File: config.mk
export PLATFORM = sky130hd
export DESIGN_NAME = mesh_synthetic_traffic_generator
export DESIGN_NICKNAME = d
export VERILOG_FILES = /design/src/mtg_pkg.sv /design/src/mtg_ram.sv /design/src/mtg_front.sv /design/src/mtg_back.sv /design/src/mesh_synthetic_traffic_generator.sv
export SDC_FILE = /design/constraint.sdc
export NUM_CORES = 2
export LEC_CHECK = 0
export ABC_AREA = 1
export BUFFER_PORTS_ARGS = -buffer_cell sky130_fd_sc_hd__buf_2
export CORE_MARGIN = 4
export CORE_UTILIZATION = 40
export CTS_CLUSTER_DIAMETER = 60
export DETAILED_ROUTE_END_ITERATION = 12
export PLACE_DENSITY_LB_ADDON = 0.12
export REMOVE_ABC_BUFFERS = 1
export SETUP_SLACK_MARGIN = 0.15
export SKIP_LAST_GASP = 1
export SLEW_MARGIN = 25
export SYNTH_ARGS = -nofsm -noshare
export SYNTH_HDL_FRONTEND = slang
export SYNTH_SLANG_ARGS = --single-unit
File: constraint.sdc
create_clock -name clk -period 7.62 [get_ports clk]
set_clock_uncertainty 0.05 [all_clocks]
set_input_delay 0.762 -clock clk [delete_from_list [all_inputs] [get_ports clk]]
set_output_delay 0.762 -clock clk [all_outputs]
set_load 0.03 [all_outputs]
File: src/mtg_pkg.sv
// ----------------------------------------------------------------------------
// mtg_pkg
// Shared types and codes for the mesh synthetic traffic generator.
// ----------------------------------------------------------------------------
package mtg_pkg;

  localparam logic [1:0] FUNC_GEN       = 2'd0;
  localparam logic [1:0] FUNC_LOAD_SRC  = 2'd1;
  localparam logic [1:0] FUNC_LOAD_DIST = 2'd2;
  localparam logic [1:0] FUNC_NOP       = 2'd3;

  localparam logic [1:0] REG_PATTERN     = 2'd0;
  localparam logic [1:0] REG_SMALL_SHARE = 2'd1;
  localparam logic [1:0] REG_BCAST_SHARE = 2'd2;

  localparam logic [2:0] PAT_UNIFORM  = 3'd0;
  localparam logic [2:0] PAT_COMPL    = 3'd1;
  localparam logic [2:0] PAT_TRANSP   = 3'd2;
  localparam logic [2:0] PAT_NEIGHBOR = 3'd3;
  localparam logic [2:0] PAT_RENT     = 3'd4;

  localparam logic [8:0] SMALL_BYTES = 9'd112;
  localparam logic [8:0] LARGE_BYTES = 9'd496;

  typedef enum logic [1:0] {
    KIND_GEN       = 2'd0,
    KIND_LOAD_SRC  = 2'd1,
    KIND_LOAD_DIST = 2'd2
  } kind_t;

  typedef struct packed {
    kind_t       kind;
    logic [5:0]  entry_index;
    logic [15:0] entry_fraction;
    logic [5:0]  entry_node;
    logic [15:0] rnd_size;
    logic [15:0] rnd_kind;
    logic [15:0] rnd_source;
    logic [15:0] rnd_pick;
    logic [15:0] rnd_step;
    logic        rnd_north_south;
    logic        rnd_east_west;
  } item_t;

  typedef struct packed {
    logic [2:0]  pattern;
    logic [16:0] small_share;
    logic [16:0] bcast_share;
  } cfg_t;

endpackage

File: src/mtg_ram.sv
// ----------------------------------------------------------------------------
// mtg_ram
// Generic single-write, single-read RAM with registered read data.
// ----------------------------------------------------------------------------
module mtg_ram #(
  parameter int W = 16,
  parameter int D = 64,
  localparam int AW = (D > 1) ? $clog2(D) : 1
) (
  input  logic          clk,
  input  logic          we,
  input  logic [AW-1:0] waddr,
  input  logic [W-1:0]  wdata,
  input  logic [AW-1:0] raddr,
  output logic [W-1:0]  rdata
);

  logic [W-1:0] mem [D];

  always_ff @(posedge clk) begin
    if (we) begin
      mem[waddr] <= wdata;
    end
    rdata <= mem[raddr];
  end

endmodule

File: src/mtg_front.sv
// ----------------------------------------------------------------------------
// mtg_front
// Accepts input beats, classifies them by func and queues them (2 deep); FUNC_NOP beats are dropped.
// ----------------------------------------------------------------------------
module mtg_front (
  input  logic           clk,
  input  logic           rst,
  input  logic           in_valid,
  output logic           in_ready,
  input  logic [1:0]     in_func,
  input  logic [111:0]   in_data,
  output logic           q_valid,
  output mtg_pkg::item_t q_item,
  input  logic           q_pop
);

  mtg_pkg::item_t slot [2];
  logic           wptr, rptr;
  logic [1:0]     count;
  logic           push, keep;
  mtg_pkg::item_t item;

  always_comb begin
    keep = 1'b1;
    item.kind = mtg_pkg::KIND_GEN;
    unique case (in_func)
      mtg_pkg::FUNC_GEN:       item.kind = mtg_pkg::KIND_GEN;
      mtg_pkg::FUNC_LOAD_SRC:  item.kind = mtg_pkg::KIND_LOAD_SRC;
      mtg_pkg::FUNC_LOAD_DIST: item.kind = mtg_pkg::KIND_LOAD_DIST;
      default:                 keep = 1'b0;
    endcase
    item.entry_index     = in_data[5:0];
    item.entry_fraction  = in_data[21:6];
    item.entry_node      = in_data[27:22];
    item.rnd_size        = in_data[43:28];
    item.rnd_kind        = in_data[59:44];
    item.rnd_source      = in_data[75:60];
    item.rnd_pick        = in_data[91:76];
    item.rnd_step        = in_data[107:92];
    item.rnd_north_south = in_data[108];
    item.rnd_east_west   = in_data[109];
  end

  assign in_ready = (count != 2'd2);
  assign push     = in_valid && in_ready && keep;
  assign q_valid  = (count != 2'd0);
  assign q_item   = slot[rptr];

  always_ff @(posedge clk) begin
    if (push) begin
      slot[wptr] <= item;
    end
    if (rst) begin
      wptr  <= 1'b0;
      rptr  <= 1'b0;
      count <= 2'd0;
    end else begin
      if (push) wptr <= ~wptr;
      if (q_pop) rptr <= ~rptr;
      count <= count + 2'(push) - 2'(q_pop);
    end
  end

endmodule

File: src/mtg_back.sv
// ----------------------------------------------------------------------------
// mtg_back
// Executes queued items: table loads, source search, destination calculation.
// ----------------------------------------------------------------------------
module mtg_back #(
  parameter int MESH_SIDE     = 8,
  parameter int FRACTION_BITS = 16
) (
  input  logic           clk,
  input  logic           rst,
  input  mtg_pkg::cfg_t  cfg,
  input  logic           q_valid,
  input  mtg_pkg::item_t q_item,
  output logic           q_pop,
  output logic           out_valid,
  input  logic           out_ready,
  output logic [23:0]    out_data
);

  localparam int K        = MESH_SIDE;
  localparam int NODES    = K * K;
  localparam int DIST_LEN = 2 * K - 2;
  localparam int NW       = $clog2(NODES);
  localparam int DAW      = (DIST_LEN > 1) ? $clog2(DIST_LEN) : 1;
  localparam int CW       = $clog2(K);
  localparam int AW       = $clog2(2 * K) + 1;
  localparam int TW       = ((NW > 6) ? NW : 6) + 1;
  localparam int FM       = (1 << FRACTION_BITS) - 1;

  typedef enum logic [6:0] {
    ST_IDLE  = 7'b0000001,
    ST_SRCH  = 7'b0000010,
    ST_MOD   = 7'b0000100,
    ST_DIV   = 7'b0001000,
    ST_DIST  = 7'b0010000,
    ST_CALC1 = 7'b0100000,
    ST_CALC2 = 7'b1000000
  } state_t;

  function automatic logic [8:0] scale(input logic [15:0] r, input logic [8:0] n);
    logic [23:0] rs;
    logic [32:0] p;
    rs = (24'(r) > 24'(FM)) ? 24'(FM) : 24'(r);
    p  = 33'(rs) * 33'(n);
    return 9'(p >> FRACTION_BITS);
  endfunction

  state_t          state;
  mtg_pkg::item_t  ent;
  logic [NW-1:0]   cnt, dindex;
  logic            dv;
  logic [TW-1:0]   tmp;
  logic [NW-1:0]   src_node;
  logic [CW-1:0]   row, col;
  logic [AW-1:0]   hops;
  logic [8:0]      sc;

  logic            src_we, dist_we;
  logic [21:0]     src_rd;
  logic [15:0]     dist_rd;
  logic            bcast, rent;
  logic [NW-1:0]   src;

  assign src_we  = (state == ST_IDLE) && q_valid && q_item.kind == mtg_pkg::KIND_LOAD_SRC
                   && 9'(q_item.entry_index) < 9'(NODES);
  assign dist_we = (state == ST_IDLE) && q_valid && q_item.kind == mtg_pkg::KIND_LOAD_DIST
                   && 7'(q_item.entry_index) < 7'(DIST_LEN);
  assign q_pop   = (state == ST_IDLE) && q_valid;

  mtg_ram #(.W(22), .D(NODES)) u_src_ram (
    .clk   (clk),
    .we    (src_we),
    .waddr (NW'(q_item.entry_index)),
    .wdata ({q_item.entry_node, q_item.entry_fraction}),
    .raddr (cnt),
    .rdata (src_rd)
  );

  mtg_ram #(.W(16), .D(DIST_LEN)) u_dist_ram (
    .clk   (clk),
    .we    (dist_we),
    .waddr (DAW'(q_item.entry_index)),
    .wdata (q_item.entry_fraction),
    .raddr (DAW'(cnt)),
    .rdata (dist_rd)
  );

  assign bcast = 17'(ent.rnd_kind) < cfg.bcast_share;
  assign rent  = !bcast && cfg.pattern == mtg_pkg::PAT_RENT;
  assign src   = src_node;

  // rent distance geometry
  logic [AW-1:0] mx, my, lo, hi, x, y, rsum, csum, rr, cc;
  logic          feasible;
  always_comb begin
    mx = (col < CW'(K / 2)) ? AW'(K - 1) - AW'(col) : AW'(col);
    my = (row < CW'(K / 2)) ? AW'(K - 1) - AW'(row) : AW'(row);
    feasible = (mx + my) >= hops;
    lo = (hops > my) ? hops - my : '0;
    hi = (hops < mx) ? hops : mx;
    x  = lo + AW'(sc);
    y  = hops - x;
    rsum = AW'(row) + y;
    csum = AW'(col) + x;
    if (!ent.rnd_north_south) rr = (rsum >= AW'(K)) ? AW'(row) - y : rsum;
    else                      rr = (AW'(row) < y) ? rsum : AW'(row) - y;
    if (!ent.rnd_east_west)   cc = (csum >= AW'(K)) ? AW'(col) - x : csum;
    else                      cc = (AW'(col) < x) ? csum : AW'(col) - x;
  end

  logic [8:0]    sc_n;
  logic [15:0]   sc_r;
  always_comb begin
    sc_r = ent.rnd_pick;
    if (rent) begin
      sc_r = ent.rnd_step;
      sc_n = 9'(hi - lo) + 9'd1;
    end else if (cfg.pattern == mtg_pkg::PAT_NEIGHBOR) begin
      sc_n = 9'd4;
    end else begin
      sc_n = 9'(NODES - 1);
    end
  end

  logic [NW-1:0] dst;
  logic          nodrop;
  logic [CW-1:0] nr, nc, fr, fc;
  always_comb begin
    nodrop = 1'b0;
    nr = row;
    nc = col;
    fr = (row < CW'(K / 2)) ? CW'(K - 1) : '0;
    fc = (col < CW'(K / 2)) ? CW'(K - 1) : '0;
    unique case (sc[1:0])
      2'd0:    nr = (row == CW'(K - 1)) ? row - 1'b1 : row + 1'b1;
      2'd1:    nc = (col == CW'(K - 1)) ? col - 1'b1 : col + 1'b1;
      2'd2:    nr = (row == '0) ? row + 1'b1 : row - 1'b1;
      default: nc = (col == '0) ? col + 1'b1 : col - 1'b1;
    endcase
    if (bcast) begin
      dst = NW'(NW'(fr) * NW'(K) + NW'(fc));
    end else begin
      unique case (cfg.pattern)
        mtg_pkg::PAT_COMPL:    dst = NW'(NODES - 1) - src;
        mtg_pkg::PAT_TRANSP:   dst = NW'(NW'(col) * NW'(K) + NW'(row));
        mtg_pkg::PAT_NEIGHBOR: dst = NW'(NW'(nr) * NW'(K) + NW'(nc));
        mtg_pkg::PAT_RENT: begin
          if (!feasible) begin
            nodrop = 1'b1;
            dst    = '0;
          end else begin
            dst = NW'(NW'(rr) * NW'(K) + NW'(cc));
          end
        end
        default: dst = (NW'(sc) >= src) ? NW'(sc) + 1'b1 : NW'(sc);
      endcase
    end
  end

  always_ff @(posedge clk) begin
    if (state == ST_IDLE && q_valid && q_item.kind == mtg_pkg::KIND_GEN) begin
      ent <= q_item;
    end
    dindex <= cnt;
    unique case (state)
      ST_SRCH:  if (dv) tmp <= TW'(src_rd[21:16]);
      ST_MOD:   if (tmp >= TW'(NODES)) tmp <= tmp - TW'(NODES);
      ST_DIST:  if (dv) hops <= AW'(dindex) + 1'b1;
      ST_CALC1: sc <= scale(sc_r, sc_n);
      default: ;
    endcase
    if (state == ST_MOD) src_node <= NW'(tmp);
    if (state == ST_SRCH || state == ST_DIST) begin
      if (cnt != NW'(NODES - 1)) cnt <= cnt + 1'b1;
    end else begin
      cnt <= '0;
    end
    if (state == ST_MOD) begin
      row <= '0;
    end else if (state == ST_DIV && tmp >= TW'(K)) begin
      row <= row + 1'b1;
    end
    if (state == ST_DIV) col <= CW'(tmp);
    if (state == ST_DIV && tmp >= TW'(K)) tmp <= tmp - TW'(K);
    if (state == ST_CALC2 && (!out_valid || out_ready)) begin
      out_data <= {1'b0, nodrop, bcast,
                   (17'(ent.rnd_size) < cfg.small_share) ? mtg_pkg::SMALL_BYTES
                                                         : mtg_pkg::LARGE_BYTES,
                   6'(dst), 6'(src)};
    end
    if (rst) begin
      state     <= ST_IDLE;
      dv        <= 1'b0;
      out_valid <= 1'b0;
    end else begin
      if (state == ST_CALC2 && (!out_valid || out_ready)) begin
        out_valid <= 1'b1;
      end else if (out_ready) begin
        out_valid <= 1'b0;
      end
      dv <= (state == ST_SRCH || state == ST_DIST);
      unique case (state)
        ST_IDLE: if (q_valid && q_item.kind == mtg_pkg::KIND_GEN) state <= ST_SRCH;
        ST_SRCH: begin
          if (dv && (ent.rnd_source <= src_rd[15:0] || dindex == NW'(NODES - 1))) begin
            state <= ST_MOD;
          end
        end
        ST_MOD: if (tmp < TW'(NODES)) state <= ST_DIV;
        ST_DIV: if (tmp < TW'(K)) state <= rent ? ST_DIST : ST_CALC1;
        ST_DIST: begin
          if (dv && (ent.rnd_pick <= dist_rd || dindex == NW'(DIST_LEN - 1))) begin
            state <= ST_CALC1;
          end
        end
        ST_CALC1: state <= ST_CALC2;
        ST_CALC2: begin
          if (!out_valid || out_ready) begin
            state <= ST_IDLE;
          end
        end
        default: state <= ST_IDLE;
      endcase
    end
  end

endmodule

File: src/mesh_synthetic_traffic_generator.sv
// ----------------------------------------------------------------------------
// mesh_synthetic_traffic_generator
// Packet descriptor generator for a square mesh with loadable CDF tables.
//
//   channel  direction  contents
//   s_*      in         tuser: func; tdata: load entry and random fractions
//   m_*      out        tdata: descriptor
//   cfg_*    in         register writes (pattern, small_share, bcast_share)
//
// Load beats are written to their table directly from idle. A generate beat runs
// a source search, reduces the matched node modulo NODES, splits it into row and
// column by MESH_SIDE, adds a distance search for non-broadcast rent descriptors
// and then computes the destination; the searches read one RAM entry per cycle.
// Reset is synchronous and clears control only.
// A stalled output holds one descriptor, a finished one waits behind it and
// two more beats can queue.
// ----------------------------------------------------------------------------
module mesh_synthetic_traffic_generator #(
  parameter int MESH_SIDE     = 8,
  parameter int FRACTION_BITS = 16
) (
  input  logic         clk,
  input  logic         rst,
  input  logic         s_tvalid,
  output logic         s_tready,
  // entry_index, entry_fraction, entry_node, rnd_size, rnd_kind, rnd_source,
  // rnd_pick, rnd_step, rnd_north_south, rnd_east_west, zero fill
  input  logic [111:0] s_tdata,
  // func
  input  logic [1:0]   s_tuser,
  output logic         m_tvalid,
  input  logic         m_tready,
  // source_node, dest_node, payload_bytes, is_broadcast, no_destination, zero fill
  output logic [23:0]  m_tdata,
  input  logic         cfg_we,
  input  logic [1:0]   cfg_index,
  input  logic [16:0]  cfg_data
);

  mtg_pkg::cfg_t  cfg;
  logic           q_valid, q_pop;
  mtg_pkg::item_t q_item;

  always_ff @(posedge clk) begin
    if (rst) begin
      cfg.pattern     <= mtg_pkg::PAT_UNIFORM;
      cfg.small_share <= 17'd32768;
      cfg.bcast_share <= 17'd0;
    end else if (cfg_we) begin
      unique case (cfg_index)
        mtg_pkg::REG_PATTERN:     cfg.pattern     <= cfg_data[2:0];
        mtg_pkg::REG_SMALL_SHARE: cfg.small_share <= cfg_data;
        mtg_pkg::REG_BCAST_SHARE: cfg.bcast_share <= cfg_data;
        default: ;
      endcase
    end
  end

  mtg_front u_front (
    .clk      (clk),
    .rst      (rst),
    .in_valid (s_tvalid),
    .in_ready (s_tready),
    .in_func  (s_tuser),
    .in_data  (s_tdata),
    .q_valid  (q_valid),
    .q_item   (q_item),
    .q_pop    (q_pop)
  );

  mtg_back #(
    .MESH_SIDE     (MESH_SIDE),
    .FRACTION_BITS (FRACTION_BITS)
  ) u_back (
    .clk       (clk),
    .rst       (rst),
    .cfg       (cfg),
    .q_valid   (q_valid),
    .q_item    (q_item),
    .q_pop     (q_pop),
    .out_valid (m_tvalid),
    .out_ready (m_tready),
    .out_data  (m_tdata)
  );

endmodule
* Word-level counts from Yosys, hierarchy flattened *
Memory sizes are Yosys's and may differ from the RTL's. A register that Yosys moved wholly into a read port is not among the register bits.
Index checks and enable logic that the tools add are counted.

operators by class
  $add $sub $neg = 28
  multiplexer cells = 51
  $lt $le $gt $ge = 19
  reductions and logical operators = 37
  bitwise gates (word level) = 3
  eq/ne operators = 33
  multiply operators = 1

operators by type and width
  kind                                                                                  count
  7-bit 2-to-1 mux                                                                      9
  7-bit case mux with 7 select lines                                                    1
  5-bit 2-to-1 mux                                                                      7
  16-bit by 17-bit < comparator with 1-bit output                                       2
  16-bit less-or-equal comparator                                                       2
  6-bit 2-to-1 mux                                                                      5
  3-bit 2-to-1 mux                                                                      9
  6-bit case mux with 4 select lines                                                    1
  16-bit by 9-bit multiplier with 22-bit output                                         1
  6-bit by 3-bit adder with 6-bit output                                                3
  9-bit 2-to-1 mux                                                                      2
  16-bit 2-to-1 mux                                                                     1
  2-bit inequality test (second input constant)                                         7
  7-bit case mux with 2 select lines                                                    1
  1-bit logical AND                                                                     13
  6-bit by 1-bit adder with 6-bit output (second input constant)                        2
  1-bit 2-to-1 mux                                                                      12
  3-bit case mux with 2 select lines                                                    2
  3-bit by 5-bit adder with 5-bit output                                                2
  5-bit adder                                                                           2
  5-bit by 4-bit greater-or-equal comparator with 1-bit output (second input constant)  2
  3-bit by 5-bit < comparator with 1-bit output                                         2
  5-bit subtractor                                                                      2
  9-bit by 1-bit adder with 9-bit output (second input constant)                        1
  52 further kinds                                                                      81

storage, ports and cells
  word-level logic and storage cells = 201
  input bits = 138
  bits in writable memories = 1856
  memories = 3
  output and inout port bits = 26
  register bits = 197

memory list
  memory                 depth  bits a word  read ports  clocked after Yosys merged registers in  write ports  RTL line         source
  u_back.u_src_ram.mem   64     22           1           1                                        1            mtg_ram.sv:18    logic [W-1:0] mem [D];
  u_back.u_dist_ram.mem  14     16           1           1                                        1            mtg_ram.sv:18
  u_front.slot           2      112          1           1                                        1            mtg_front.sv:17  mtg_pkg::item_t slot [2];

* Logic depth before layout (Yosys ltp) *
  depth after elaboration = 14
  mapped depth = 45
  mapped depth without buffers = 44

* Cells and area by module *
From an unflattened synthesis, not the netlist that was laid out.

unflattened totals
  cells, all modules = 7902
  area total of the unflattened synthesis = 90438.0 µm²

by module, submodules not included
  module                            sequential area each (µm²)  area each (µm²)  cells an instance  instances
  mtg_ram (u_back.u_src_ram)        42721.0                     57213.6          4800               1
  mtg_back                          4204.0                      13554.2          1598               1
  mtg_ram (u_back.u_dist_ram)       7046.8                      9741.8           883                1
  mtg_front                         6826.5                      8343.0           385                1
  mesh_synthetic_traffic_generator  740.7                       1585.3           236                1

* Least setup slack after synthesis *
OpenSTA, ideal clock, no wires.

  kind = register to register
  from = register u_back.col[2]
  to = register u_back.sc[5] (data pin)
  cell stages (with the launch flop) = 35
  arrival = 6.553 ns
  slack = 0.764 ns
  required time = 7.318 ns
  path buffers = 2
  period minus slack after synthesis = 6.856 ns
  library setup time = 0.252 ns
  cell sequence = edfxtp_1 clkbuf_1 xor2_1 inv_2 nand2_1 a311oi_1 o21ai_0 ha_1 fa_1 inv_1 ha_1 inv_1 nor2_1 nand2_1 nor2_1 nor3_4 inv_2 clkbuf_1 nor2_1 inv_1 fa_1 fa_1 inv_1 fa_1 inv_1 fa_1 inv_1 ha_1 a21o_1 a31oi_1 o21ai_0 a21oi_1 o21ai_0 nand3_1 nand2_1

between the ends
  longest elaborated chain between the ends = 8
  elaborated cells on any way between the ends = 9
  those cells by class = add/sub: 3; mul: 1; order compare: 2; mux: 3

ends and longest elaborated chain
  item                                                                               RTL line         source
  from (decl)                                                                        mtg_back.sv:54   logic [CW-1:0] row, col;
  from (signal assigned)                                                             mtg_back.sv:183  if (state == ST_DIV) col <= CW'(tmp);
  3-bit by 3-bit subtractor with 4-bit output or 3-bit < comparator (tied branches)  mtg_back.sv:96   mx = (col < CW'(K / 2)) ? AW'(K - 1) - AW'(col) : AW'(col);
  5-bit 2-to-1 mux (*)                                                               mtg_back.sv:96
  5-bit < comparator                                                                 mtg_back.sv:100  hi = (hops < mx) ? hops : mx;
  5-bit 2-to-1 mux (*)                                                               mtg_back.sv:100
  5-bit by 5-bit subtractor with 6-bit output (*)                                    mtg_back.sv:117  sc_n = 9'(hi - lo) + 9'd1;
  9-bit by 1-bit adder with 9-bit output (*)                                         mtg_back.sv:117
  9-bit 2-to-1 mux (*)                                                               mtg_back.sv:115  if (rent) begin
  16-bit by 9-bit multiplier with 22-bit output (*)                                  mtg_back.sv:44   p = 33'(rs) * 33'(n);
  to (signal assigned)                                                               mtg_back.sv:169  ST_CALC1: sc <= scale(sc_r, sc_n);
  to (decl)                                                                          mtg_back.sv:56   logic [8:0] sc;

Every way passes the cells marked *; elsewhere a longest branch is shown, timed or not.
A chain may end at the register's enable or synchronous reset.

* Final worst setup path *
  from = register u_back.row[2]
  to = register u_back.sc[5] (data pin)

between the ends
  longest elaborated chain between the ends = 8
  elaborated cells on any way between the ends = 10
  those cells by class = add/sub: 4; mul: 1; order compare: 2; mux: 3

ends and longest elaborated chain
  item                                                                               RTL line         source
  from (decl)                                                                        mtg_back.sv:54
  from (signal assigned)                                                             mtg_back.sv:181  row <= row + 1'b1;
  3-bit by 3-bit subtractor with 4-bit output or 3-bit < comparator (tied branches)  mtg_back.sv:97   my = (row < CW'(K / 2)) ? AW'(K - 1) - AW'(row) : AW'(row);
  5-bit 2-to-1 mux (*)                                                               mtg_back.sv:97
  5-bit subtractor or 5-bit > comparator (tied branches)                             mtg_back.sv:99   lo = (hops > my) ? hops - my : '0;
  5-bit 2-to-1 mux (*)                                                               mtg_back.sv:99
  5-bit by 5-bit subtractor with 6-bit output (*)                                    mtg_back.sv:117
  9-bit by 1-bit adder with 9-bit output (*)                                         mtg_back.sv:117
  9-bit 2-to-1 mux (*)                                                               mtg_back.sv:115
  16-bit by 9-bit multiplier with 22-bit output (*)                                  mtg_back.sv:44

Marks and branches as above.

==> results.toml <==
[detailed_routing]
drt_iter0_drc = 5162
num_vias = 55220
routed_wl_um = 253200
ant_nets = 0
drc = 0
post_drt_via_cell_ratio = 5.495
wl_per_cell_um = 25.20
first_pass_iters = 5

[power]
pwr-share-comb = 0.212
p_leak_uw = 0.03456
seqPwrFrac = 0.449
power_frac_clock = 0.339
switching_power_uw = 9295
power_density_nw_per_um2 = 311.2
swShare = 0.2994
irDropWorstVdd_mv = 0.2691
internal_power_uw = 21750

[critical_path]
start_kind = "register"
critPathMaxStageDelay_ns = 0.59
slowest_stage = "fa_1"
arrival_ns = 7.68
required_ns = 8.18
endpoint_kind = "register"
r2r_setup_slack_ns = 0.49
worst-setup-path-type = "reg2reg"
cp_max_fo = 12

[placed_design]
pre_cts_ws_ns = 0.2613
place_inst = 9538
dpl-instance-area_um2 = 91560
numPortBuffers = 153
globalplace.congestion = 0.8216
detailed_place_hpwl_um = 143900

[floorplanning]
rows = 171
ioPinCount = 164
fp.dieW_um = 474.7
die_h_um = 474.7
design.core.area_um2 = 217000
die-area_um2 = 225300
initial_utilization = 0.4015

[timing]
max_freq_mhz = 140.3
finalCriticalPeriod_ns = 7.127
grt_setup_unrepaired = "no"
max_slew_margin = 0.3043
tightest_slew_ns = 1.043
fin_crit_sh = 0.9353
hold_viol = 0
fin_ws_ns = 0.4934
final_max_slew_viol_count = 0
setup_viol_count_final = 0

[logic_synthesis]
syn_avg_cell_area_um2 = 12.88
synth_seq_area_share = 0.7064
synthArstFlopShare = 0
syn_area_um2 = 87110
netlist_instances = 6763
ys_ff_latch = 2084
ys_warn_count = 0
synth_edf_count = 1980
ys.flop_type = "edfxtp_1"
ys_types = 56

[clock_network]
cts_made_buffers = 220
htreeDepth = 4
cts_sinks = 2084
clkLatencyLatePin_ns = 0.86
clk_pin_slew_worst_paths_ns = 0.06
clk_path_buf_depth = 3
cts_root_buffer = "clkbuf_16"
cts_tree = "built"

[global_routing]
grt_pass1_wl_um = 365800
grt_max_degree = 176
grt_pass1_vias = 53090
antenna_found_initial = 9
grt_remaining_overflow = 0
grt_use_total = 0.2200

[job]
drv_cap = 0

[cells_and_area]
drive_gt1_frac = 0.1168
nFillCells = 19560
fin_area_um2 = 99760
instances_no_fill = 10050
syn_to_final_growth_pct = 14.52
fin_util = 0.4598
nets = 7393

[status]
status = "finished, final reports clean"

[worst_hold_path]
hold_path.class = "in2reg"
==> layout by cell type, fill, tap and decap left out, drive strengths merged, types with 138 or more instances in the layout <==
cell,count
clkbuf,275
inv,434
a21oi,138
o221ai,171
edfxtp,1980
ha,150
nand3,204
nand2,505
nor2,1057
o22ai,235
buf,303
o21ai,930
==> Yosys cell counts, types with 3 or more instances <==
cell / count / area, µm²
a211oi_1: 5 / 37.54
clkinv_1: 6 / 22.52
clkbuf_1: 269 / 1010
nor3_1: 37 / 185.2
o21ai_1: 7 / 35.03
o21bai_1: 9 / 67.56
nand4_1: 41 / 256.5
o22ai_1: 235 / 1470
nor4_1: 6 / 37.54
inv_2: 3 / 11.26
xor2_1: 26 / 227.7
o21ai_0: 916 / 4584
a221oi_1: 7 / 61.31
ha_1: 150 / 1877
mux2i_1: 3 / 30.03
o211ai_1: 56 / 420.4
xnor2_1: 12 / 105.1
inv_1: 416 / 1562
fa_1: 105 / 2102
nand2_2: 3 / 18.77
a21oi_1: 137 / 685.7
a221o_1: 6 / 60.06
or2_2: 5 / 31.28
edfxtp_1: 1980 / 59460
nor2_1: 1055 / 3960
buf_1: 24 / 90.09
a21boi_0: 3 / 22.52
nand3_1: 202 / 1011
nand2_1: 501 / 1881
mux2_2: 104 / 1171
o21ai_2: 6 / 52.55
dfxtp_1: 104 / 2082
nand3b_1: 7 / 52.55
o2111ai_1: 3 / 26.28
a21o_1: 9 / 67.56
buf_2: 79 / 395.4
buf_4: 13 / 97.59
a31oi_1: 18 / 112.6
o221ai_1: 171 / 1498
==> cells by family after synthesis <==
logic type	count (synthesis)	synth area share
flip-flops	2084	0.7064
buffers and inverters	811	0.03673
other	2	0.00008621
multiplexers	107	0.01379
AO/OA/AOI/OAI	1599	0.1068
XOR/XNOR	39	0.004007
adder cells (fa/ha/maj)	255	0.04567
AND/OR/NAND/NOR	1866	0.08651
==> critical path, delay by kind of cell, from the launching register on <==
kind / cells / cell delay (ns)
AO/OA/AOI/OAI: 6 / 0.88
XOR/XNOR: 1 / 0.25
adder cells (fa/ha/maj): 9 / 3.66
buffers and inverters: 7 / 0.77
flip-flops: 1 / 0.38
AND/OR/NAND/NOR: 9 / 0.89
==> sequential cells by signal (all words and copies together) (netlist names), 7 cells and up, named ones only <==
name / cells
cfg: 37
u_back.out_data: 15
u_back.u_src_ram.mem: 1408
u_back.u_dist_ram.mem: 224
u_front.slot: 224
u_back.tmp: 7
u_back.state: 7
u_back.u_dist_ram.rdata: 16
u_back.ent: 82
u_back.u_src_ram.rdata: 22
==> power by group through the flow <==
stage / Clock, µW / Combinational (µW) / Sequential [µW]
2_1_floorplan: 0 / 4210 / 14300
3_3_place_gp: 0 / 6470 / 14200
3_5_place_dp: 0 / 6520 / 14200
4_1_cts: 10700 / 6590 / 13900
5_1_grt: 11300 / 7370 / 14000
6_report: 10500 / 6580 / 13900
==> metrics by stage <==
stage                     hold WS, ns  power, µW  TNS [ns]
after floorplan                0.3144      18500  -1573.73
after global placement         0.3808      20650         0
after detailed placement       0.3784      20710         0
after CTS                  0.00001543      31280         0
after global routing          0.01323      32580         0
final                         0.06921      31050         0
==> final timing paths <==
path                                     from                   to  cells past startpoint
worst max-delay path            u_back.row[2]         u_back.sc[5]                     32
worst min-delay path              s_tdata[30]  u_front.slot[1][68]                      1
worst max register to register  u_back.row[2]         u_back.sc[5]                     32
worst min register to register   u_front.rptr             register                      1
==> layer usage <==
layer  wire length, µm  up-vias  GRT usage
met3             14750      341    0.03250
met5                 0        -          0
met1            111500    28070     0.3113
met2            119800     1650     0.3542
li1                  -    25160          -
met4              7073        0    0.06328
==> final cells by class <==
| cell class | count | area (µm²) | area share |
|---|---|---|---|
| Sequential cell | 2084 | 61560 | 0.6170 |
| Multi-Input combinational cell | 3876 | 22920 | 0.2297 |
| Clock buffer | 275 | 5753 | 0.05767 |
| Tap cell | 2854 | 3571 | 0.03579 |
| Timing Repair Buffer | 393 | 3012 | 0.03019 |
| Inverter | 425 | 1623 | 0.01627 |
| Clock inverter | 136 | 1316 | 0.01319 |
| Antenna cell | 6 | 15.01 | 0.0001505 |
==> repair_timing <==
| item | in CTS | in global routing |
|---|---|---|
| gates resized for setup | 0 | 21 |
| setup buffers | 0 | 3 |
| hold endpoints to repair | 179 | 0 |
| setup endpoints to repair | 0 | 6 |
| hold buffers | 90 | 0 |
No activity file was read; power rests on OpenSTA's default activity.
